<file path="src/hw/rtl/sha_pkg.sv">
// ----------------------------------------------------------------------------
// Segment heap allocator package
// Sizes, codes and the structs shared by the controller and the cell chain.
// ----------------------------------------------------------------------------
package sha_pkg;

   localparam int MAX_SEGMENTS = 64;
   localparam int HEADER_BYTES = 32;
   localparam int ADDRESS_BITS = 20;

   localparam int IDX_W      = $clog2(MAX_SEGMENTS);
   localparam int CNT_W      = IDX_W + 1;
   localparam int ADDR_W     = ADDRESS_BITS;
   localparam int NEED_W     = ADDR_W + 1;
   localparam int CSR_IDX_W  = 1;
   localparam int CSR_DATA_W = NEED_W;

   typedef logic [ADDR_W-1:0] addr_type;
   typedef logic [NEED_W-1:0] need_type;
   typedef logic [IDX_W-1:0]  idx_type;
   typedef logic [CNT_W-1:0]  cnt_type;

   // Largest heap extent the address space allows.
   localparam need_type HEAP_SPAN = need_type'(1) << ADDR_W;

   localparam logic CMD_ALLOC   = 1'b0;
   localparam logic CMD_RELEASE = 1'b1;

   localparam logic [CSR_IDX_W-1:0] REG_FIT_POLICY = 1'b0;
   localparam logic [CSR_IDX_W-1:0] REG_HEAP_LIMIT = 1'b1;

   typedef enum logic [1:0] {
      STATUS_OK,
      STATUS_NULL,
      STATUS_NO_MEMORY,
      STATUS_INVALID
   } status_type;

   typedef enum logic [1:0] {
      FIT_FIRST,
      FIT_NEXT,
      FIT_BEST,
      FIT_WORST
   } policy_type;

   typedef enum logic [2:0] {
      OP_NOP,
      OP_WRITE,
      OP_FREE,
      OP_ALLOC,
      OP_SPLIT,
      OP_MERGE
   } cell_op_type;

   typedef enum logic [2:0] {
      ST_IDLE,
      ST_SCAN,
      ST_MERGE_NEXT,
      ST_MERGE_PREV,
      ST_RESP
   } state_type;

   // One table entry.
   typedef struct packed {
      addr_type start;
      addr_type size;
      logic     free;
   } seg_type;

   // Broadcast from the controller to every cell.
   typedef struct packed {
      cell_op_type op;
      idx_type     idx;
      addr_type    start;
      addr_type    size;
      need_type    need;
      addr_type    addr;
      cnt_type     count;
      policy_type  policy;
      idx_type     nf_first;
   } cell_cmd_type;

   // Search result handed from cell to cell.
   typedef struct packed {
      logic     found;
      logic     lo;
      idx_type  pidx;
      addr_type pstart;
      addr_type psize;
      need_type gap;
      logic     match;
      idx_type  midx;
      logic     mfree;
      logic     mprev;
      logic     mnext;
   } token_type;

endpackage

</file>
<file path="src/hw/rtl/sha_cell.sv">
// ----------------------------------------------------------------------------
// Segment cell
// Holds one table entry, takes part in the search wave and in table shifts.
// ----------------------------------------------------------------------------
module sha_cell (
   input  logic                  clock,
   input  sha_pkg::idx_type      cell_idx,
   input  sha_pkg::cell_cmd_type bc,
   input  sha_pkg::seg_type      left_seg,
   input  sha_pkg::seg_type      right_seg,
   input  sha_pkg::token_type    tok_in,
   output sha_pkg::seg_type      seg,
   output sha_pkg::token_type    tok_out
);

   sha_pkg::seg_type   seg_ff, seg_in;
   sha_pkg::token_type tok_ff, tok_step_in;
   sha_pkg::cnt_type   my_idx, sel;
   sha_pkg::need_type  size_w, gap;
   logic               valid, fits, hi, take, match;

   // Search step: fold this entry into the result passed from the left.
   always_comb begin
      my_idx = {1'b0, cell_idx};
      sel    = {1'b0, bc.idx};
      valid  = my_idx < bc.count;
      size_w = {1'b0, seg_ff.size};
      fits   = valid && seg_ff.free && (size_w >= bc.need);
      gap    = size_w - bc.need;
      hi     = cell_idx >= bc.nf_first;
      unique case (bc.policy)
         sha_pkg::FIT_FIRST: take = !tok_in.found;
         sha_pkg::FIT_NEXT:  take = !tok_in.found || (tok_in.lo && hi);
         sha_pkg::FIT_BEST:  take = !tok_in.found || (gap < tok_in.gap);
         sha_pkg::FIT_WORST: take = !tok_in.found || (gap > tok_in.gap);
         default:            take = 1'b0;
      endcase
      match = valid && !tok_in.match &&
              (({1'b0, seg_ff.start} + sha_pkg::NEED_W'(sha_pkg::HEADER_BYTES)) ==
               {1'b0, bc.addr});
      tok_step_in = tok_in;
      if (fits && take) begin
         tok_step_in.found  = 1'b1;
         tok_step_in.lo     = !hi;
         tok_step_in.pidx   = cell_idx;
         tok_step_in.pstart = seg_ff.start;
         tok_step_in.psize  = seg_ff.size;
         tok_step_in.gap    = gap;
      end
      if (match) begin
         tok_step_in.match = 1'b1;
         tok_step_in.midx  = cell_idx;
         tok_step_in.mfree = seg_ff.free;
         tok_step_in.mprev = left_seg.free;
         tok_step_in.mnext = right_seg.free && ((my_idx + sha_pkg::CNT_W'(1)) < bc.count);
      end
   end

   // Table update: local writes and whole-row shifts.
   always_comb begin
      seg_in = seg_ff;
      unique case (bc.op)
         sha_pkg::OP_NOP: begin
         end
         sha_pkg::OP_WRITE: begin
            if (my_idx == sel) begin
               seg_in.start = bc.start;
               seg_in.size  = bc.size;
               seg_in.free  = 1'b0;
            end
         end
         sha_pkg::OP_FREE: begin
            if (my_idx == sel) seg_in.free = 1'b1;
         end
         sha_pkg::OP_ALLOC: begin
            if (my_idx == sel) seg_in.free = 1'b0;
         end
         sha_pkg::OP_SPLIT: begin
            if (my_idx == sel) begin
               seg_in.size = bc.need[sha_pkg::ADDR_W-1:0];
               seg_in.free = 1'b0;
            end else if (my_idx == sel + sha_pkg::CNT_W'(1)) begin
               seg_in.start = left_seg.start + sha_pkg::ADDR_W'(sha_pkg::HEADER_BYTES) +
                              bc.need[sha_pkg::ADDR_W-1:0];
               seg_in.size  = left_seg.size - bc.need[sha_pkg::ADDR_W-1:0] -
                              sha_pkg::ADDR_W'(sha_pkg::HEADER_BYTES);
               seg_in.free  = 1'b1;
            end else if (my_idx > sel + sha_pkg::CNT_W'(1)) begin
               seg_in = left_seg;
            end
         end
         sha_pkg::OP_MERGE: begin
            if (my_idx + sha_pkg::CNT_W'(1) == sel) begin
               seg_in.size = seg_ff.size + right_seg.size +
                             sha_pkg::ADDR_W'(sha_pkg::HEADER_BYTES);
            end else if (my_idx >= sel) begin
               seg_in = right_seg;
            end
         end
         default: begin
         end
      endcase
   end

   always_ff @(posedge clock) begin
      seg_ff <= seg_in;
      tok_ff <= tok_step_in;
   end

   assign seg     = seg_ff;
   assign tok_out = tok_ff;

endmodule

</file>
<file path="config.mk">
export PLATFORM = sky130hd
export DESIGN_NAME = sha_cell
export DESIGN_NICKNAME = d
export VERILOG_FILES = /design/src/hw/rtl/sha_pkg.sv /design/src/hw/rtl/sha_cell.sv
export SDC_FILE = /design/constraint.sdc
export NUM_CORES = 1
export LEC_CHECK = 0
export BUFFER_PORTS_ARGS = -buffer_cell sky130_fd_sc_hd__buf_2
export CORE_MARGIN = 4
export CORE_UTILIZATION = 57
export CTS_CLUSTER_DIAMETER = 150
export DETAILED_ROUTE_END_ITERATION = 10
export MAX_ROUTING_LAYER = met4
export PLACE_DENSITY = 0.95
export SLEW_MARGIN = 40
export SYNTH_ARGS = -nofsm -noshare
export SYNTH_HDL_FRONTEND = slang
export SYNTH_SLANG_ARGS = --single-unit
</file>
<file path="constraint.sdc">
create_clock -name clock -period 14.85 [get_ports clock]
set_input_delay 4.455 -clock clock [delete_from_list [all_inputs] [get_ports clock]]
set_output_delay 4.455 -clock clock [all_outputs]
set_load 0.02 [all_outputs]
</file>
==> results of run 1 <==
-- cell type report --
cell class,count,area (um^2)
multi-input combinational,1097,8340
fill,1570,5680
sequential,120,2810
timing repair buffer,400,2020
inverter,132,495
clock buffer,18,450
tap,270,338
clock inverter,13,141
antenna,6,15.0
-- cell usage after synthesis, drive strengths merged (4+ instances only) --
library cell / n / area (um^2)
or3: 8 / 50.1
fa: 4 / 80.1
and4: 4 / 35.0
nand2: 113 / 427
o21bai: 11 / 82.6
a31oi: 17 / 106
edfxtp: 41 / 1230
nand2b: 11 / 68.8
mux2: 75 / 845
mux2i: 14 / 140
nor2: 79 / 297
o31a: 7 / 61.3
o21ai: 101 / 505
a21oi: 105 / 526
and3: 10 / 62.6
nor2b: 10 / 62.6
inv: 132 / 495
xnor2: 53 / 464
xor2: 37 / 324
and2: 4 / 25.0
a21boi: 4 / 30.0
dfxtp: 79 / 1580
o31ai: 5 / 42.5
o211ai: 18 / 135
a211oi: 34 / 255
clkbuf: 36 / 135
o21a: 20 / 150
ha: 184 / 2300
nor3: 27 / 140
buf: 10 / 77.6
nand3: 34 / 175
nor4: 8 / 65.1
o22ai: 6 / 37.5
nand4: 11 / 75.1
a21o: 27 / 203
-- power by group --
group | internal (mW) | switching, mW
logic | 0.218 | 0.314
clock network | 0.258 | 0.160
registers | 0.371 | 0.0229
total | 0.847 | 0.497
-- stage by stage --
step | utilization (%) | hold WS [ps]
2_1_floorplan | - | 664
3_3_place_gp | 69.0 | 578
3_5_place_dp | 69.0 | 576
4_1_cts | 71.9 | 596
5_1_grt | 72.0 | 614
6_report | 72.0 | 577
-- worst max-delay path by stage --
stage               startpoint     endpoint  slack (ps)  cells past startpoint
floorplan               bc[37]  tok_out[69]        6330                     21
global placement        bc[37]  tok_out[57]        5300                     20
detailed placement      bc[37]  tok_out[23]        5080                     20
CTS                     bc[37]  tok_out[23]        5480                     20
global route            bc[37]  tok_out[56]        5090                     20
finish                  bc[37]  tok_out[71]        5310                     20
-- state kept, by name, indices dropped and copies added, names as in the netlist --
| register | count |
|---|---|
| seg | 41 |
| tok_out | 79 |
-- layer usage --
| layer | vias to the layer above | wire [um] | track usage (%) |
|---|---|---|---|
| met2 | 796 | 20100 | 58.5 |
| met4 | 0 | 1900 | 14.6 |
| met5 | - | 0 | - |
| met3 | 136 | 4730 | 7.74 |
| li1 | 5821 | - | - |
| met1 | 5913 | 17300 | 46.9 |
-- cells by family after synthesis --
kind of cell | after synthesis
xor+xnor | 91
flops | 120
simple gates | 336
compound gates | 393
fa+ha+maj | 188
buf+inv | 178
mux | 89
==> results.md, run 1 <==
- Delay-heaviest family, CP: simple AND/OR/NAND/NOR gates
- CTS Hold Bufs: 0
- Max Freq: 105 MHz
- Vias in the first global route: 12195
- DR iter-0 viols: 1295
- TNS Setup: 0 ps
- Final-report hold violation count: 0
- Adder-cell share of the synthesized area: 20.2%
- Max-cap violations: 0
- Mux cell area share after synthesis: 8.33%
- Initial Util: 58.2%
- Die area: 0.0231 mm^2
- Hold path depth: 1
- Htree depth: 4
- Worst setup EP type: flip-flop
- Slew headroom: 43.3%
- Total congestion overflow: 0
- Outcome: finished clean
- Critical R2R Capture: tok_out[71]
- Post-route design area: 0.0146 mm^2
- Layout cells sized above 1: 28.6%
- Seq/Total Area, Yosys: 23.8%
- Critical Path AT: 9830 ps
- Non-Filler Instances: 2056
- WL/cell: 21.4 um
- Yosys cell types: 83
- Bufs and invs on worst path: 3
- Area Growth Syn to Fin: 23.6%
- DP Area: 0.0140 mm^2
- GPL Wtd Cong: 1.02
- Post-Synth Simple-Gate Area: 13.7%
- Setup WS pre-CTS: 5080 ps
- Post-synth top flop: dfxtp_1
- Final Critical Period: 9540 ps
- Yosys warns: 0
- Post-Synth XOR/XNOR Area: 6.86%
- Worst Skew: 17.0 ps
- Clock buffer depth: 2
- Avg Cell Area, Syn: 8.47 um^2
- Clock insertion delay at the later pin of the skew report: 420 ps
- Final Slew Violations: 0
- HPWL after detailed placement: 35800 um
- Worst Hold End: tok_out[51]
- Final setup fails: 0
- Clock root buffer: clkbuf_16
- Most frequent cells in the layout: buf_2 (392), ha_1 (184), inv_1 (132)
- Clock-pin slew of the registers on the worst-case setup and hold paths: 60 ps
- Worst path cell trace: buf_2 > inv_1 > ha_1 > nor2b_1 > o31a_1 > o41ai_2 > o21ai_1 > a2111oi_0 > nor3_1 > xor2_1 > ha_1 > nand4_1 > nor3_1 > and3_1 > a221oi_2 > mux2i_1 > o311ai_1 > and3_2 > buf_4 > mux2_1
- Flop2flop setup slack: 8970 ps
- Reg2Reg Depth: 20
- GRT Resource Usage Total: 37.1%
- Min-delay src: seg[21]
- CTS resizes: 0
- Post-Syn Area: 0.0118 mm^2
- Net Count, Synth: 1856
- Hold/Removal Path Class: flip-flop to flip-flop
- Fraction of registers with async set/reset: 0%
- Setup CP Type: input port to flip-flop
- Nets: 2229
- Worst Max-Slew Pin Slew: 848 ps
- RSZ-0062 raised after global routing: no
- Most common cell after layout, fill and taps aside: buf_2
- Syn Inst Count: 1395
- Required time worst endpoint: 15130 ps
- Reg2Reg Launch Point: seg[1]
- Largest net degree at the start of global routing: 72
- DRC viols: 0
- DRT antenna net count: 0
- Number of synthesized register bits: 120
- Period utilization: 64.2%
- Die X: 152 um
- Post-synth EDFFs: 41
- Leakage power: 7.22 nW
- Initial antenna violation count: 5
- TritonCTS clock tree: built
- Fin worst setup slack: 5310 ps
- First-pass GRT wire length: 67000 um
- Die height: 152 um
- Placed Cells: 2019
- Largest family of logic cells by synthesized area: compound AO/OA/AOI/OAI gates
- Biggest cell delay along the critical path: 620 ps
- Pwr dens: 91.9 mW/mm^2
- Rows: 52
- DRT Wirelength: 44100 um
- Via density: 6.16
- Boundary Pins: 393
- PortBufs: 392
- Clock Sinks: 120
- Detailed Routing Iterations Pass 1: 6
- CP max stage cell: and3_2
- Core area: 0.0203 mm^2
- Total power: 1.34 mW
- CP Max Fanout: 43
- TritonCTS Buffers: 17
- Post-CTS Setup Repair Bufs: 0
- Compound-cell area share of the yosys netlist: 21.1%
- Worst setup SP type: input port
- Peak VDD IR: 0.0000749 V
- Vias post-DR: 12666
(Power assumes the default switching activity.)
==> run 2: changes to the inputs <==
--- a/config.mk
+++ b/config.mk
@@ -7,11 +7,11 @@
 export LEC_CHECK = 0
 export BUFFER_PORTS_ARGS = -buffer_cell sky130_fd_sc_hd__buf_2
 export CORE_MARGIN = 4
-export CORE_UTILIZATION = 57
+export CORE_UTILIZATION = 53
 export CTS_CLUSTER_DIAMETER = 150
 export DETAILED_ROUTE_END_ITERATION = 10
 export MAX_ROUTING_LAYER = met4
-export PLACE_DENSITY = 0.95
+export PLACE_DENSITY = 0.91
 export SLEW_MARGIN = 40
 export SYNTH_ARGS = -nofsm -noshare
 export SYNTH_HDL_FRONTEND = slang
==> constraint.sdc (replaced) <==
create_clock -name clock -period 9.7 [get_ports clock]
set_input_delay 2.91 -clock clock [delete_from_list [all_inputs] [get_ports clock]]
set_output_delay 2.91 -clock clock [all_outputs]
set_load 0.02 [all_outputs]
==> run 2 against run 1 <==
- worst hold slack improved by 20 ps
- combinational power is 52% higher
- non-clock buffer count grew 2
- count of clock-buffer cells in the layout up 3
- flip-flop and latch count unchanged
- sequential share of layout area is 0.059 points lower
- final area grew 0.31%
- largest power group unchanged
- highest routed layer unchanged
==> results.md, run 2 (synthesis results as in run 1) <==
- Worst Max-Slew Pin Slew: 746 ps (was 848 ps)
- HPWL after detailed placement: 36000 um (was 35800 um)
- Max-cap violations: 0 (unchanged)
- Worst setup EP type: flip-flop (unchanged)
- Detailed Routing Iterations Pass 1: 6 (unchanged)
- DRT antenna net count: 0 (unchanged)
- Slew headroom: 50.2% (was 43.3%)
- TritonCTS clock tree: built (unchanged)
- Setup CP Type: input port to flip-flop (unchanged)
- DR iter-0 viols: 1299 (was 1295)
- Critical Path AT: 7820 ps (was 9830 ps)
- Hold/Removal Path Class: flip-flop to flip-flop (unchanged)
- First-pass GRT wire length: 64100 um (was 67000 um)
- Htree depth: 4 (unchanged)
- Number of flip-flops in the largest register: 79 (unchanged)
- Nets: 2231 (was 2229)
- Total power: 2.07 mW (was 1.34 mW)
- Rows: 54 (was 52)
- Final Critical Period: 7530 ps
- Placed Cells: 2031 (was 2019)
- Worst setup SP type: input port (unchanged)
- Final-report hold violation count: 0 (unchanged)
- Clock Sinks: 120 (unchanged)
- Pwr dens: 141 mW/mm^2 (was 91.9 mW/mm^2)
- Leakage power: 7.23 nW (was 7.22 nW)
- TritonCTS Buffers: 17 (unchanged)
- Final Slew Violations: 0 (unchanged)
- Outcome: finished clean (unchanged)
- Required time worst endpoint: 9990 ps (was 15130 ps)
- Die area: 0.0248 mm^2 (was 0.0231 mm^2)
- Clock buffer depth: 2 (unchanged)
- Non-Filler Instances: 2071 (was 2056)
- Die height: 157 um (was 152 um)
- Most frequent cells in the layout: buf_2 (392), ha_1 (184), inv_1 (132) (unchanged)
- WL/cell: 21.0 um (was 21.4 um)
- Die X: 157 um (was 152 um)
- GRT Resource Usage Total: 34.4% (was 37.1%)
- GPL Wtd Cong: 1.01 (was 1.02)
- Area Growth Syn to Fin: 24.0% (was 23.6%)
- Clock insertion delay at the later pin of the skew report: 420 ps (about the same)
- Largest net degree at the start of global routing: 72 (unchanged)
- CP Max Fanout: 28 (was 43)
- Clock-pin slew of the registers on the worst-case setup and hold paths: 60 ps (about the same)
- Peak VDD IR: 0.000120 V (was 0.0000749 V)
- RSZ-0062 raised after global routing: no (unchanged)
- Most common cell after layout, fill and taps aside: buf_2 (unchanged)
- PortBufs: 392 (unchanged)
- Psw: 0.765 mW (was 0.497 mW)
- Worst Skew: 13.0 ps (was 17.0 ps)
- Period utilization: 77.6%
- Final setup fails: 0 (unchanged)
- Clock root buffer: clkbuf_16 (unchanged)
- Initial Util: 54.0% (was 58.2%)
- DRT Wirelength: 43500 um (was 44100 um)
- DRC viols: 0 (unchanged)
- CTS resizes: 0 (unchanged)
- Core area: 0.0219 mm^2 (was 0.0203 mm^2)
- Max Freq: 133 MHz
- Layout cells sized above 1: 28.7% (was 28.6%)
- Logic pwr share: 39.0% (was 39.6%)
- Setup WS pre-CTS: 1900 ps (was 5080 ps)
- Vias in the first global route: 11782 (was 12195)
- CTS Hold Bufs: 0 (unchanged)
- Initial antenna violation count: 7 (was 5)
- Post-CTS Setup Repair Bufs: 0 (unchanged)
- Boundary Pins: 393 (unchanged)
- TNS Setup: 0 ps (unchanged)
- Switching share of power: 37.0% (about the same)
- Via density: 5.99 (was 6.16)
- Total congestion overflow: 0 (unchanged)
- Vias post-DR: 12411 (was 12666)
- Fin worst setup slack: 2170 ps (was 5310 ps)
- Reg power frac: 29.1% (was 29.3%)
- Pint: 1.30 mW (was 0.847 mW)
- FILL cells: 1813 (was 1570)
- Clock power share: 31.9% (was 31.1%)
-- run 2: changes by cell type in the layout (fill, tap and decap cells not counted), sizes merged --
cell      change
inv           -2
clkbuf        +3
bufinv        -1
buf           +2
diode         +2
clkinvlp      +1
-- run 2: power groups by stage --
stage / clock network, mW / registers [mW] / logic [mW]
after global routing: 0.687 / 0.606 / 0.882
after floorplan: 0 / 0.653 / 0.482
after detailed placement: 0 / 0.612 / 0.785
after global placement: 0 / 0.611 / 0.759
final: 0.659 / 0.603 / 0.807
after CTS: 0.661 / 0.602 / 0.792
-- run 2: layout make-up --
| class | count | area, um^2 | share of cell area [%] |
|---|---|---|---|
| Multi-Input combinational cell | 1097 | 8340 | 56.9 |
| Sequential cell | 120 | 2810 | 19.2 |
| Timing Repair Buffer | 402 | 2040 | 13.9 |
| Clock buffer | 21 | 504 | 3.44 |
| Inverter | 132 | 495 | 3.38 |
| Tap cell | 280 | 350 | 2.39 |
| Clock inverter | 11 | 106 | 0.725 |
| Antenna cell | 8 | 20.0 | 0.137 |
-- run 2: critical path: stages --
cell      delay, ps
buf_2           110
inv_1            90
ha_1            360
nor2b_1         170
o31a_1          290
o41ai_2         310
o21ai_0         180
a41oi_1         350
a21oi_1         140
xnor2_1         250
ha_1            300
a21oi_1         160
o21ai_0         120
a221o_1         370
a221oi_2        210
mux2i_1         110
o311ai_1         80
and3_2          460
buf_4           430
mux2_1          390
-- run 2: routing by layer --
metal	share of wire [%]	vias up	global-route usage, %
met3	10	117	5.77
met4	4.0	0	13.6
li1	-	5844	-
met1	40	5726	43.4
met5	0	-	-
met2	46	724	55.1
-- run 2: final timing paths --
| check | start | cells after the start | endpoint | slack [ps] |
|---|---|---|---|---|
| setup reg to reg | seg[1] | 20 | tok_out[70] | 4270 |
| hold reg to reg | seg[23] | 1 | tok_out[53] | 600 |
| hold / removal | seg[23] | 1 | tok_out[53] | 600 |
| setup / recovery | bc[37] | 20 | tok_out[70] | 2170 |
-- run 2: metrics by stage --
| step | utilization (%) | hold slack (ps) | cell area [um^2] |
|---|---|---|---|
| floorplan | - | 664 | 11800 |
| global placement | 64.1 | 594 | 14000 |
| detailed placement | 64.1 | 603 | 14000 |
| CTS | 66.9 | 619 | 14600 |
| global route | 67.0 | 651 | 14700 |
| finish | 67.0 | 597 | 14700 |
