**src/hw/rtl/sha_pkg.sv**
```systemverilog
// ----------------------------------------------------------------------------
// Segment heap allocator package
// Sizes, codes and the structs shared by the controller and the cell chain.
// ----------------------------------------------------------------------------
package sha_pkg;

   localparam int MAX_SEGMENTS = 64;
   localparam int HEADER_BYTES = 32;
   localparam int ADDRESS_BITS = 20;

   localparam int IDX_W      = $clog2(MAX_SEGMENTS);
   localparam int CNT_W      = IDX_W + 1;
   localparam int ADDR_W     = ADDRESS_BITS;
   localparam int NEED_W     = ADDR_W + 1;
   localparam int CSR_IDX_W  = 1;
   localparam int CSR_DATA_W = NEED_W;

   typedef logic [ADDR_W-1:0] addr_type;
   typedef logic [NEED_W-1:0] need_type;
   typedef logic [IDX_W-1:0]  idx_type;
   typedef logic [CNT_W-1:0]  cnt_type;

   // Largest heap extent the address space allows.
   localparam need_type HEAP_SPAN = need_type'(1) << ADDR_W;

   localparam logic CMD_ALLOC   = 1'b0;
   localparam logic CMD_RELEASE = 1'b1;

   localparam logic [CSR_IDX_W-1:0] REG_FIT_POLICY = 1'b0;
   localparam logic [CSR_IDX_W-1:0] REG_HEAP_LIMIT = 1'b1;

   typedef enum logic [1:0] {
      STATUS_OK,
      STATUS_NULL,
      STATUS_NO_MEMORY,
      STATUS_INVALID
   } status_type;

   typedef enum logic [1:0] {
      FIT_FIRST,
      FIT_NEXT,
      FIT_BEST,
      FIT_WORST
   } policy_type;

   typedef enum logic [2:0] {
      OP_NOP,
      OP_WRITE,
      OP_FREE,
      OP_ALLOC,
      OP_SPLIT,
      OP_MERGE
   } cell_op_type;

   typedef enum logic [2:0] {
      ST_IDLE,
      ST_SCAN,
      ST_MERGE_NEXT,
      ST_MERGE_PREV,
      ST_RESP
   } state_type;

   // One table entry.
   typedef struct packed {
      addr_type start;
      addr_type size;
      logic     free;
   } seg_type;

   // Broadcast from the controller to every cell.
   typedef struct packed {
      cell_op_type op;
      idx_type     idx;
      addr_type    start;
      addr_type    size;
      need_type    need;
      addr_type    addr;
      cnt_type     count;
      policy_type  policy;
      idx_type     nf_first;
   } cell_cmd_type;

   // Search result handed from cell to cell.
   typedef struct packed {
      logic     found;
      logic     lo;
      idx_type  pidx;
      addr_type pstart;
      addr_type psize;
      need_type gap;
      logic     match;
      idx_type  midx;
      logic     mfree;
      logic     mprev;
      logic     mnext;
   } token_type;

endpackage

```
**src/hw/rtl/sha_req_if.sv**
```systemverilog
// ----------------------------------------------------------------------------
// Request channel
// Valid/ready channel that carries allocate and release commands.
// ----------------------------------------------------------------------------
interface sha_req_if;
   logic              valid;
   logic              ready;
   logic              command;
   sha_pkg::addr_type request_size;
   sha_pkg::addr_type release_address;

   modport source (output valid, command, request_size, release_address, input ready);
   modport sink   (input valid, command, request_size, release_address, output ready);
endinterface

```
**src/hw/rtl/sha_rsp_if.sv**
```systemverilog
// ----------------------------------------------------------------------------
// Response channel
// Valid/ready channel that carries one result per command.
// ----------------------------------------------------------------------------
interface sha_rsp_if;
   logic                valid;
   logic                ready;
   sha_pkg::status_type status;
   sha_pkg::addr_type   result_address;
   logic                reused;
   logic                split_done;
   logic                grew;
   logic [1:0]          merges;

   modport source (output valid, status, result_address, reused, split_done, grew, merges,
                   input ready);
   modport sink   (input valid, status, result_address, reused, split_done, grew, merges,
                   output ready);
endinterface

```
**src/hw/rtl/sha_ctrl.sv**
```systemverilog
// ----------------------------------------------------------------------------
// Allocator controller
// Sequences the search wave, the table update and the response for one item.
// ----------------------------------------------------------------------------
module sha_ctrl (
   input  logic                                  clock,
   input  logic                                  reset,
   sha_req_if.sink                               req_if,
   sha_rsp_if.source                             rsp_if,
   input  logic                                  csr_write_enable,
   input  logic [sha_pkg::CSR_IDX_W-1:0]         csr_index,
   input  logic [sha_pkg::CSR_DATA_W-1:0]        csr_write_data,
   output sha_pkg::cell_cmd_type                 bc,
   input  sha_pkg::token_type                    tok_last
);

   sha_pkg::state_type  state_ff, state_in;
   sha_pkg::cnt_type    cnt_ff, cnt_in;
   logic                cmd_ff, cmd_in;
   sha_pkg::need_type   need_ff, need_in;
   sha_pkg::addr_type   addr_ff, addr_in;
   sha_pkg::cnt_type    count_ff, count_in;
   sha_pkg::need_type   top_ff, top_in;
   sha_pkg::cnt_type    nfi_ff, nfi_in;
   sha_pkg::policy_type policy_ff, policy_in;
   sha_pkg::need_type   limit_ff, limit_in;
   sha_pkg::idx_type    hit_ff, hit_in;
   logic                do_next_ff, do_next_in, do_prev_ff, do_prev_in;
   sha_pkg::status_type status_ff, status_in;
   sha_pkg::addr_type   raddr_ff, raddr_in;
   logic                reused_ff, reused_in, split_ff, split_in, grew_ff, grew_in;
   logic [1:0]          merges_ff, merges_in;

   sha_pkg::need_type          round_need, cap;
   logic [sha_pkg::NEED_W:0]   grow_end;
   sha_pkg::cnt_type           j;
   logic                       do_split;

   // Next state, cell commands and response fields.
   always_comb begin
      state_in   = state_ff;
      cnt_in     = cnt_ff;
      cmd_in     = cmd_ff;
      need_in    = need_ff;
      addr_in    = addr_ff;
      count_in   = count_ff;
      top_in     = top_ff;
      nfi_in     = nfi_ff;
      policy_in  = policy_ff;
      limit_in   = limit_ff;
      hit_in     = hit_ff;
      do_next_in = do_next_ff;
      do_prev_in = do_prev_ff;
      status_in  = status_ff;
      raddr_in   = raddr_ff;
      reused_in  = reused_ff;
      split_in   = split_ff;
      grew_in    = grew_ff;
      merges_in  = merges_ff;

      bc          = '0;
      bc.op       = sha_pkg::OP_NOP;
      bc.need     = need_ff;
      bc.addr     = addr_ff;
      bc.count    = count_ff;
      bc.policy   = policy_ff;
      bc.nf_first = (nfi_ff < count_ff) ? nfi_ff[sha_pkg::IDX_W-1:0] : '0;

      req_if.ready = 1'b0;
      rsp_if.valid = 1'b0;

      round_need = ({1'b0, req_if.request_size} + sha_pkg::NEED_W'(3)) &
                   ~sha_pkg::NEED_W'(3);
      cap        = (limit_ff > sha_pkg::HEAP_SPAN) ? sha_pkg::HEAP_SPAN : limit_ff;
      grow_end   = {1'b0, top_ff} + (sha_pkg::NEED_W + 1)'(sha_pkg::HEADER_BYTES) +
                   {1'b0, need_ff};
      do_split   = (tok_last.gap > sha_pkg::NEED_W'(sha_pkg::HEADER_BYTES)) &&
                   (count_ff < sha_pkg::CNT_W'(sha_pkg::MAX_SEGMENTS));
      j          = '0;

      // The user must write the registers only while no item is in flight; the block does not enforce it.
      if (csr_write_enable) begin
         unique case (csr_index)
            sha_pkg::REG_FIT_POLICY: policy_in = sha_pkg::policy_type'(csr_write_data[1:0]);
            sha_pkg::REG_HEAP_LIMIT: limit_in  = csr_write_data;
            default: begin
            end
         endcase
      end

      unique case (state_ff)
         sha_pkg::ST_IDLE: begin
            req_if.ready = 1'b1;
            if (req_if.valid) begin
               cmd_in    = req_if.command;
               need_in   = round_need;
               addr_in   = req_if.release_address;
               cnt_in    = '0;
               status_in = sha_pkg::STATUS_OK;
               raddr_in  = '0;
               reused_in = 1'b0;
               split_in  = 1'b0;
               grew_in   = 1'b0;
               merges_in = '0;
               if ((req_if.command == sha_pkg::CMD_ALLOC && round_need == '0) ||
                   (req_if.command == sha_pkg::CMD_RELEASE && req_if.release_address == '0))
               begin
                  status_in = sha_pkg::STATUS_NULL;
                  state_in  = sha_pkg::ST_RESP;
               end else begin
                  state_in = sha_pkg::ST_SCAN;
               end
            end
         end

         sha_pkg::ST_SCAN: begin
            if (cnt_ff != sha_pkg::CNT_W'(sha_pkg::MAX_SEGMENTS)) begin
               cnt_in = cnt_ff + sha_pkg::CNT_W'(1);
            end else if (cmd_ff == sha_pkg::CMD_ALLOC) begin
               state_in = sha_pkg::ST_RESP;
               if (tok_last.found) begin
                  // Reuse a free segment, splitting off the leftover when it pays.
                  bc.idx    = tok_last.pidx;
                  bc.op     = do_split ? sha_pkg::OP_SPLIT : sha_pkg::OP_ALLOC;
                  reused_in = 1'b1;
                  split_in  = do_split;
                  raddr_in  = tok_last.pstart + sha_pkg::ADDR_W'(sha_pkg::HEADER_BYTES);
                  if (do_split) begin
                     count_in = count_ff + sha_pkg::CNT_W'(1);
                     if (nfi_ff > {1'b0, tok_last.pidx} && nfi_ff < count_ff)
                        nfi_in = nfi_ff + sha_pkg::CNT_W'(1);
                  end
                  if (policy_ff == sha_pkg::FIT_NEXT) nfi_in = {1'b0, tok_last.pidx};
               end else if (count_ff >= sha_pkg::CNT_W'(sha_pkg::MAX_SEGMENTS) ||
                            grow_end > {1'b0, cap}) begin
                  status_in = sha_pkg::STATUS_NO_MEMORY;
               end else begin
                  // Append a new segment at the heap top.
                  bc.op    = sha_pkg::OP_WRITE;
                  bc.idx   = count_ff[sha_pkg::IDX_W-1:0];
                  bc.start = top_ff[sha_pkg::ADDR_W-1:0];
                  bc.size  = need_ff[sha_pkg::ADDR_W-1:0];
                  count_in = count_ff + sha_pkg::CNT_W'(1);
                  raddr_in = top_ff[sha_pkg::ADDR_W-1:0] +
                             sha_pkg::ADDR_W'(sha_pkg::HEADER_BYTES);
                  top_in   = grow_end[sha_pkg::NEED_W-1:0];
                  grew_in  = 1'b1;
               end
            end else begin
               if (!tok_last.match || tok_last.mfree) begin
                  status_in = sha_pkg::STATUS_INVALID;
                  state_in  = sha_pkg::ST_RESP;
               end else begin
                  bc.op      = sha_pkg::OP_FREE;
                  bc.idx     = tok_last.midx;
                  hit_in     = tok_last.midx;
                  do_next_in = tok_last.mnext;
                  do_prev_in = tok_last.mprev;
                  state_in   = sha_pkg::ST_MERGE_NEXT;
               end
            end
         end

         sha_pkg::ST_MERGE_NEXT: begin
            if (do_next_ff) begin
               j         = {1'b0, hit_ff} + sha_pkg::CNT_W'(1);
               bc.op     = sha_pkg::OP_MERGE;
               bc.idx    = j[sha_pkg::IDX_W-1:0];
               count_in  = count_ff - sha_pkg::CNT_W'(1);
               merges_in = merges_ff + 2'd1;
               if (nfi_ff >= j && nfi_ff < count_ff) nfi_in = nfi_ff - sha_pkg::CNT_W'(1);
            end
            state_in = sha_pkg::ST_MERGE_PREV;
         end

         sha_pkg::ST_MERGE_PREV: begin
            if (do_prev_ff) begin
               j         = {1'b0, hit_ff};
               bc.op     = sha_pkg::OP_MERGE;
               bc.idx    = hit_ff;
               count_in  = count_ff - sha_pkg::CNT_W'(1);
               merges_in = merges_ff + 2'd1;
               if (nfi_ff >= j && nfi_ff < count_ff) nfi_in = nfi_ff - sha_pkg::CNT_W'(1);
            end
            state_in = sha_pkg::ST_RESP;
         end

         sha_pkg::ST_RESP: begin
            rsp_if.valid = 1'b1;
            if (rsp_if.ready) state_in = sha_pkg::ST_IDLE;
         end

         default: state_in = sha_pkg::ST_IDLE;
      endcase
   end

   // Control state.
   always_ff @(posedge clock) begin
      if (reset) begin
         state_ff  <= sha_pkg::ST_IDLE;
         count_ff  <= '0;
         top_ff    <= '0;
         nfi_ff    <= sha_pkg::CNT_W'(sha_pkg::MAX_SEGMENTS);
         policy_ff <= sha_pkg::FIT_FIRST;
         limit_ff  <= sha_pkg::HEAP_SPAN;
      end else begin
         state_ff  <= state_in;
         count_ff  <= count_in;
         top_ff    <= top_in;
         nfi_ff    <= nfi_in;
         policy_ff <= policy_in;
         limit_ff  <= limit_in;
      end
   end

   // Item and response payload.
   always_ff @(posedge clock) begin
      cnt_ff     <= cnt_in;
      cmd_ff     <= cmd_in;
      need_ff    <= need_in;
      addr_ff    <= addr_in;
      hit_ff     <= hit_in;
      do_next_ff <= do_next_in;
      do_prev_ff <= do_prev_in;
      status_ff  <= status_in;
      raddr_ff   <= raddr_in;
      reused_ff  <= reused_in;
      split_ff   <= split_in;
      grew_ff    <= grew_in;
      merges_ff  <= merges_in;
   end

   assign rsp_if.status         = status_ff;
   assign rsp_if.result_address = raddr_ff;
   assign rsp_if.reused         = reused_ff;
   assign rsp_if.split_done     = split_ff;
   assign rsp_if.grew           = grew_ff;
   assign rsp_if.merges         = merges_ff;

endmodule

```
**src/flat_wrapper.sv**
```systemverilog
// flat-port wrapper written by rule: the top's interface ports become plain ports
module sha_ctrl_flat 
  (clock, reset, csr_write_enable, csr_index, csr_write_data, bc, tok_last, req_if_valid, req_if_command, req_if_request_size, req_if_release_address, req_if_ready, rsp_if_valid, rsp_if_status, rsp_if_result_address, rsp_if_reused, rsp_if_split_done, rsp_if_grew, rsp_if_merges, rsp_if_ready);
  sha_req_if req_if_i ();
  sha_rsp_if rsp_if_i ();
  input  logic clock;
  input  logic reset;
  input  logic csr_write_enable;
  input  logic [sha_pkg::CSR_IDX_W-1:0] csr_index;
  input  logic [sha_pkg::CSR_DATA_W-1:0] csr_write_data;
  output sha_pkg::cell_cmd_type bc;
  input  sha_pkg::token_type tok_last;
  input wire logic [$bits(req_if_i.valid)-1:0] req_if_valid;
  input wire logic [$bits(req_if_i.command)-1:0] req_if_command;
  input wire logic [$bits(req_if_i.request_size)-1:0] req_if_request_size;
  input wire logic [$bits(req_if_i.release_address)-1:0] req_if_release_address;
  output wire logic [$bits(req_if_i.ready)-1:0] req_if_ready;
  output wire logic [$bits(rsp_if_i.valid)-1:0] rsp_if_valid;
  output wire logic [$bits(rsp_if_i.status)-1:0] rsp_if_status;
  output wire logic [$bits(rsp_if_i.result_address)-1:0] rsp_if_result_address;
  output wire logic [$bits(rsp_if_i.reused)-1:0] rsp_if_reused;
  output wire logic [$bits(rsp_if_i.split_done)-1:0] rsp_if_split_done;
  output wire logic [$bits(rsp_if_i.grew)-1:0] rsp_if_grew;
  output wire logic [$bits(rsp_if_i.merges)-1:0] rsp_if_merges;
  input wire logic [$bits(rsp_if_i.ready)-1:0] rsp_if_ready;
  assign req_if_i.valid = req_if_valid;
  assign req_if_i.command = req_if_command;
  assign req_if_i.request_size = req_if_request_size;
  assign req_if_i.release_address = req_if_release_address;
  assign req_if_ready = req_if_i.ready;
  assign rsp_if_valid = rsp_if_i.valid;
  assign rsp_if_status = rsp_if_i.status;
  assign rsp_if_result_address = rsp_if_i.result_address;
  assign rsp_if_reused = rsp_if_i.reused;
  assign rsp_if_split_done = rsp_if_i.split_done;
  assign rsp_if_grew = rsp_if_i.grew;
  assign rsp_if_merges = rsp_if_i.merges;
  assign rsp_if_i.ready = rsp_if_ready;
  sha_ctrl u_core (.clock(clock), .reset(reset), .req_if(req_if_i), .rsp_if(rsp_if_i), .csr_write_enable(csr_write_enable), .csr_index(csr_index), .csr_write_data(csr_write_data), .bc(bc), .tok_last(tok_last));
endmodule
```
**config.mk**
```make
export PLATFORM = sky130hd
export DESIGN_NAME = sha_ctrl_flat
export DESIGN_NICKNAME = d
export VERILOG_FILES = /design/src/hw/rtl/sha_pkg.sv /design/src/hw/rtl/sha_req_if.sv /design/src/hw/rtl/sha_rsp_if.sv /design/src/hw/rtl/sha_ctrl.sv /design/src/flat_wrapper.sv
export SDC_FILE = /design/constraint.sdc
export NUM_CORES = 1
export LEC_CHECK = 0
export ABC_AREA = 1
export BUFFER_PORTS_ARGS = -buffer_cell sky130_fd_sc_hd__buf_4
export CORE_MARGIN = 1.5
export CORE_UTILIZATION = 45
export CTS_BUF_LIST = sky130_fd_sc_hd__clkbuf_16
export CTS_CLUSTER_SIZE = 10
export DETAILED_ROUTE_END_ITERATION = 6
export GPL_ROUTABILITY_DRIVEN = 0
export PLACE_DENSITY = 0.71
export SYNTH_ARGS = -nofsm -noshare
export SYNTH_HDL_FRONTEND = slang
export SYNTH_SLANG_ARGS = --single-unit
export TNS_END_PERCENT = 1
```
**constraint.sdc**
```tcl
create_clock -name clock -period 13.1 [get_ports clock]
set_input_delay 2.62 -clock clock [delete_from_list [all_inputs] [get_ports clock]]
set_output_delay 2.62 -clock clock [all_outputs]
set_load 0.02 [all_outputs]
```
==> flow_summary.ini <==
[worst_setup_path]
cp_max_fo = 55
cp_data_arrival_time_ps = 5840
wp_data_required_ps = 10480
worstSetupEndpointType = output pin
category_of_the_critical_setup_timing_path = reg2out
slowest_delay_ps = 720
timing.critical_path.slowest_stage_cell = sky130_fd_sc_hd__nand2_2
cell_by_cell_listing_of_the_critical_path = ha_1, ha_1, inv_1, fa_1, nor2_1, nor2_1, o21bai_1, nand2_1, o211ai_1, xor2_1, inv_1, ha_1, a21oi_1, a21boi_0, nand2_1, nand2_1, nand2_1, nand2_1, nand4_4, nor2_4, nand2_2, nor2_1, buf_4
cell_occurring_most_often_along_the_worst_timing_path = sky130_fd_sc_hd__nand2_1
worst_setup_path_start_kind = flop

[pwr]
power.share.sequential_pct = 33.8
power.share.clock_pct = 25.9
power_switching_share_pct = 40.55
leakage_nw = 6.075
powerDensity_mw_per_mm2 = 163.6
power_switching_uw = 841.9
p_int_mw = 1.234
vdd_ir_drop_max_mv = 0.08758
share_of_power_burned_in_combinational_logic_pct = 40.3

[placed_design]
placedInstanceArea_mm2 = 0.01204
hpwlAfterDp_um = 22600
place_inst = 1832
place.port_buffers = 253

[global_routing]
groute.usage.overall_pct = 25.27
overflow = 0
grt_pass1_wl_um = 44860
grt_antenna_before_repair = 0
pin_count_of_the_biggest_net_entering_global_routing = 56
grt_pass1_vias = 9091

[cts]
clock_sinks = 141
buffer_type_at_the_clock_tree_root = sky130_fd_sc_hd__clkbuf_16
cts_resized = 0
clock_latency_ps = 430
cts_hold_repair.buffers = 0
clock_path_buffers = 2
clock_tree_from_tritoncts = built
cts_setup_buffers = 0
clk_transition_reported_paths_ps = 70
number_of_clock_buffers_inserted_by_tritoncts = 17
h-tree-depth = 4

[logic_synthesis]
synth_edf_count = 82
synth_area_leaders = sky130_fd_sc_hd__edfxtp_1 25%, sky130_fd_sc_hd__dfxtp_1 12%, sky130_fd_sc_hd__ha_1 12%
share_of_synthesized_area_occupied_by_flip_flops_and_latches_pct = 36.72
syn_inst = 1323
synth_largest_type_area_fraction_pct = 24.81
syn_area_mm2 = 0.009923
yosysWarningCount = 0
yosys_most_used_dff = sky130_fd_sc_hd__edfxtp_1
synthArstFlopShare_pct = 0
postSynthAreaPerCell_um2 = 7.501
yosys.area.top_type = sky130_fd_sc_hd__edfxtp_1
synth.ff_latch_count = 141
netlist-cell-type-count = 58

[sta]
slew_headroom_pct = 21.01
post-route-min-period_ps = 8463
fmaxAchievable_mhz = 118.2
aggregate_negative_setup_slack_ps = 0
setup-violations-final = 0
setup_repair_after_global_routing_missed_its_margin = no
count_of_final_hold_check_violations = 0
final.period_utilization_pct = 64.60
fin_skew_ps = 8.324
final_max_slew_viol_count = 0
worst_slew_pin_slew_ps = 1182

[floorplan]
dieWidth_um = 151.5
num_rows = 54
floorplan.die_area_mm2 = 0.02295
coreArea_mm2 = 0.02176
initial_core_util_pct = 45.61
die-height_um = 151.5
design.portCount = 281

[final_layout]
drive_above_1_share_pct = 21.02
layout.nets = 1812
flow.area_growth_from_synthesis_pct = 27.88
layout.core_utilization_pct = 58.33
stdcell_area_mm2 = 0.01269
finish.cell_count_without_fillers = 1865

[routing]
drc = 0
route.vias.total = 9679
wire_per_inst_um = 15.50
drt-vias-per-instance = 5.190
postRouteWirelength_um = 28910
drt_pass1_iterations = 5
drtIter0Drc = 545
postRouteAntennaNets = 0

[worst_hold_path]
min_path_type = reg2reg

[flow_run]
cap_viol_max_count = 0

[status]
outcome = finished, final reports clean
==> metrics by stage <==
stage                     setup slack [ps]  hold slack [ps]  power (mW)
final                                 4637            489.6       2.076
after global routing                  4029            515.3       2.208
after CTS                             4628            493.8       2.086
after detailed placement              5114            484.2       1.546
after global placement                5187            469.1       1.525
after floorplan                       6421            455.0       1.239
==> synthesized netlist by cell type, types with 3 or more instances <==
library cell and instances:
sky130_fd_sc_hd__a21o_1 6, sky130_fd_sc_hd__nor3_2 3, sky130_fd_sc_hd__nand3_1 44, sky130_fd_sc_hd__buf_4 8, sky130_fd_sc_hd__o21ai_1 10, sky130_fd_sc_hd__nor3b_1 3, sky130_fd_sc_hd__clkbuf_1 12, sky130_fd_sc_hd__o21bai_1 3
sky130_fd_sc_hd__or2_2 10, sky130_fd_sc_hd__buf_2 7, sky130_fd_sc_hd__ha_1 92, sky130_fd_sc_hd__nand4_1 16, sky130_fd_sc_hd__inv_1 180, sky130_fd_sc_hd__nor2_4 5, sky130_fd_sc_hd__a21oi_2 3, sky130_fd_sc_hd__nand2_2 5
sky130_fd_sc_hd__nor2_1 236, sky130_fd_sc_hd__nor2_2 7, sky130_fd_sc_hd__inv_2 5, sky130_fd_sc_hd__o211ai_1 3, sky130_fd_sc_hd__o21ai_0 86, sky130_fd_sc_hd__nand3b_1 6, sky130_fd_sc_hd__a31oi_1 5, sky130_fd_sc_hd__nor3_1 18
sky130_fd_sc_hd__edfxtp_1 82, sky130_fd_sc_hd__xnor2_1 8, sky130_fd_sc_hd__a21oi_1 89, sky130_fd_sc_hd__dfxtp_1 59, sky130_fd_sc_hd__buf_6 3, sky130_fd_sc_hd__nor4_1 11, sky130_fd_sc_hd__nand2_1 227, sky130_fd_sc_hd__o22ai_1 3
sky130_fd_sc_hd__a221oi_1 4, sky130_fd_sc_hd__xor2_1 32
==> cells by family after synthesis <==
logic type / Yosys count / synth area share [%]
flops: 141 / 36.72
compound gates: 226 / 12.53
buf+inv: 219 / 8.952
other cells: 1 / 0.03779
xor+xnor: 40 / 3.530
simple gates: 602 / 26.23
fa+ha+maj: 94 / 12.00
==> path summary, 6_finish.rpt <==
kind                                                        from                                to  slack [ps]  cells past startpoint
worst max-delay path                 u_core.need_ff[3]$_DFFE_PP_                            bc[86]        4640                     23
worst min-delay path            u_core.policy_ff[0]$_SDFFE_PP0P_  u_core.policy_ff[0]$_SDFFE_PP0P_         490                      2
worst max register to register       u_core.need_ff[3]$_DFFE_PP_     u_core.top_ff[6]$_SDFFE_PP0P_        7590                     23
worst min register to register  u_core.policy_ff[0]$_SDFFE_PP0P_  u_core.policy_ff[0]$_SDFFE_PP0P_         490                      2
==> layer usage <==
layer  share of wire [%]  wire length, um  vias to the layer above  global-route usage [%]
met5                   0                0                        -                       0
met4                 3.0              855                        0                   10.58
met3                 6.3             1833                       57                   3.772
met2                  49            14180                      325                   44.70
met1                  42            12040                     4434                   30.58
li1                    -                -                     4863                       -
==> power by group through the flow <==
stage	Clock (mW)	Sequential, mW	Combinational [mW]
after floorplan	0	0.785	0.454
after global placement	0	0.708	0.817
after detailed placement	0	0.711	0.835
after CTS	0.544	0.702	0.840
after global routing	0.560	0.714	0.934
final	0.537	0.702	0.838
==> worst max-delay path: cells and delay by family, from the launching register on <==
family,cells,cell delay [ps]
buffers and inverters,3,340
AOI/OAI and AO/OA,4,730
and+or+nand+nor,11,2320
xor gates and xnor gates,1,220
adders and majority gates,4,1310
DFF,1,470
==> area by class of cell <==
type | count | area [um^2]
Fill cell | 2059 | 9066
Tap cell | 280 | 350.3
Antenna cell | 1 | 2.502
Sequential cell | 141 | 3643
Inverter | 188 | 710.7
Clock buffer | 17 | 425.4
Clock inverter | 15 | 225.2
Timing Repair Buffer | 255 | 1914
Multi-Input combinational cell | 968 | 5418
==> registers in the layout (all words and copies together), names as in the netlist <==
name / flops
u_core.rsp_if.status: 2
u_core.addr_ff: 20
u_core.nfi_ff: 7
u_core.cnt_ff: 7
u_core.do_next_ff: 1
u_core.count_ff: 7
u_core.rsp_if.reused: 1
u_core.do_prev_ff: 1
u_core.rsp_if.split_done: 1
u_core.top_ff: 19
u_core.rsp_if.merges: 2
u_core.rsp_if.result_address: 20
u_core.state_ff: 3
u_core.need_ff: 19
u_core.policy_ff: 2
u_core.hit_ff: 6
u_core.cmd_ff: 1
u_core.rsp_if.grew: 1
u_core.limit_ff: 21
==> cell usage in the layout (no fill, tap or decap), types with 7 or more instances in the layout <==
cell type and n:
sky130_fd_sc_hd__nor3_1 18, sky130_fd_sc_hd__or2_2 10, sky130_fd_sc_hd__clkbuf_16 17, sky130_fd_sc_hd__o21ai_1 10, sky130_fd_sc_hd__inv_1 180, sky130_fd_sc_hd__nand4_1 16
sky130_fd_sc_hd__nor2_1 235, sky130_fd_sc_hd__o21ai_0 86, sky130_fd_sc_hd__nand3_1 44, sky130_fd_sc_hd__nand2_1 227, sky130_fd_sc_hd__edfxtp_1 82, sky130_fd_sc_hd__nor2_2 7
sky130_fd_sc_hd__a21oi_1 89, sky130_fd_sc_hd__xnor2_1 8, sky130_fd_sc_hd__xor2_1 32, sky130_fd_sc_hd__buf_4 255, sky130_fd_sc_hd__ha_1 92, sky130_fd_sc_hd__dfxtp_1 59
sky130_fd_sc_hd__nor4_1 11
Power figures use the tool's default switching activity.
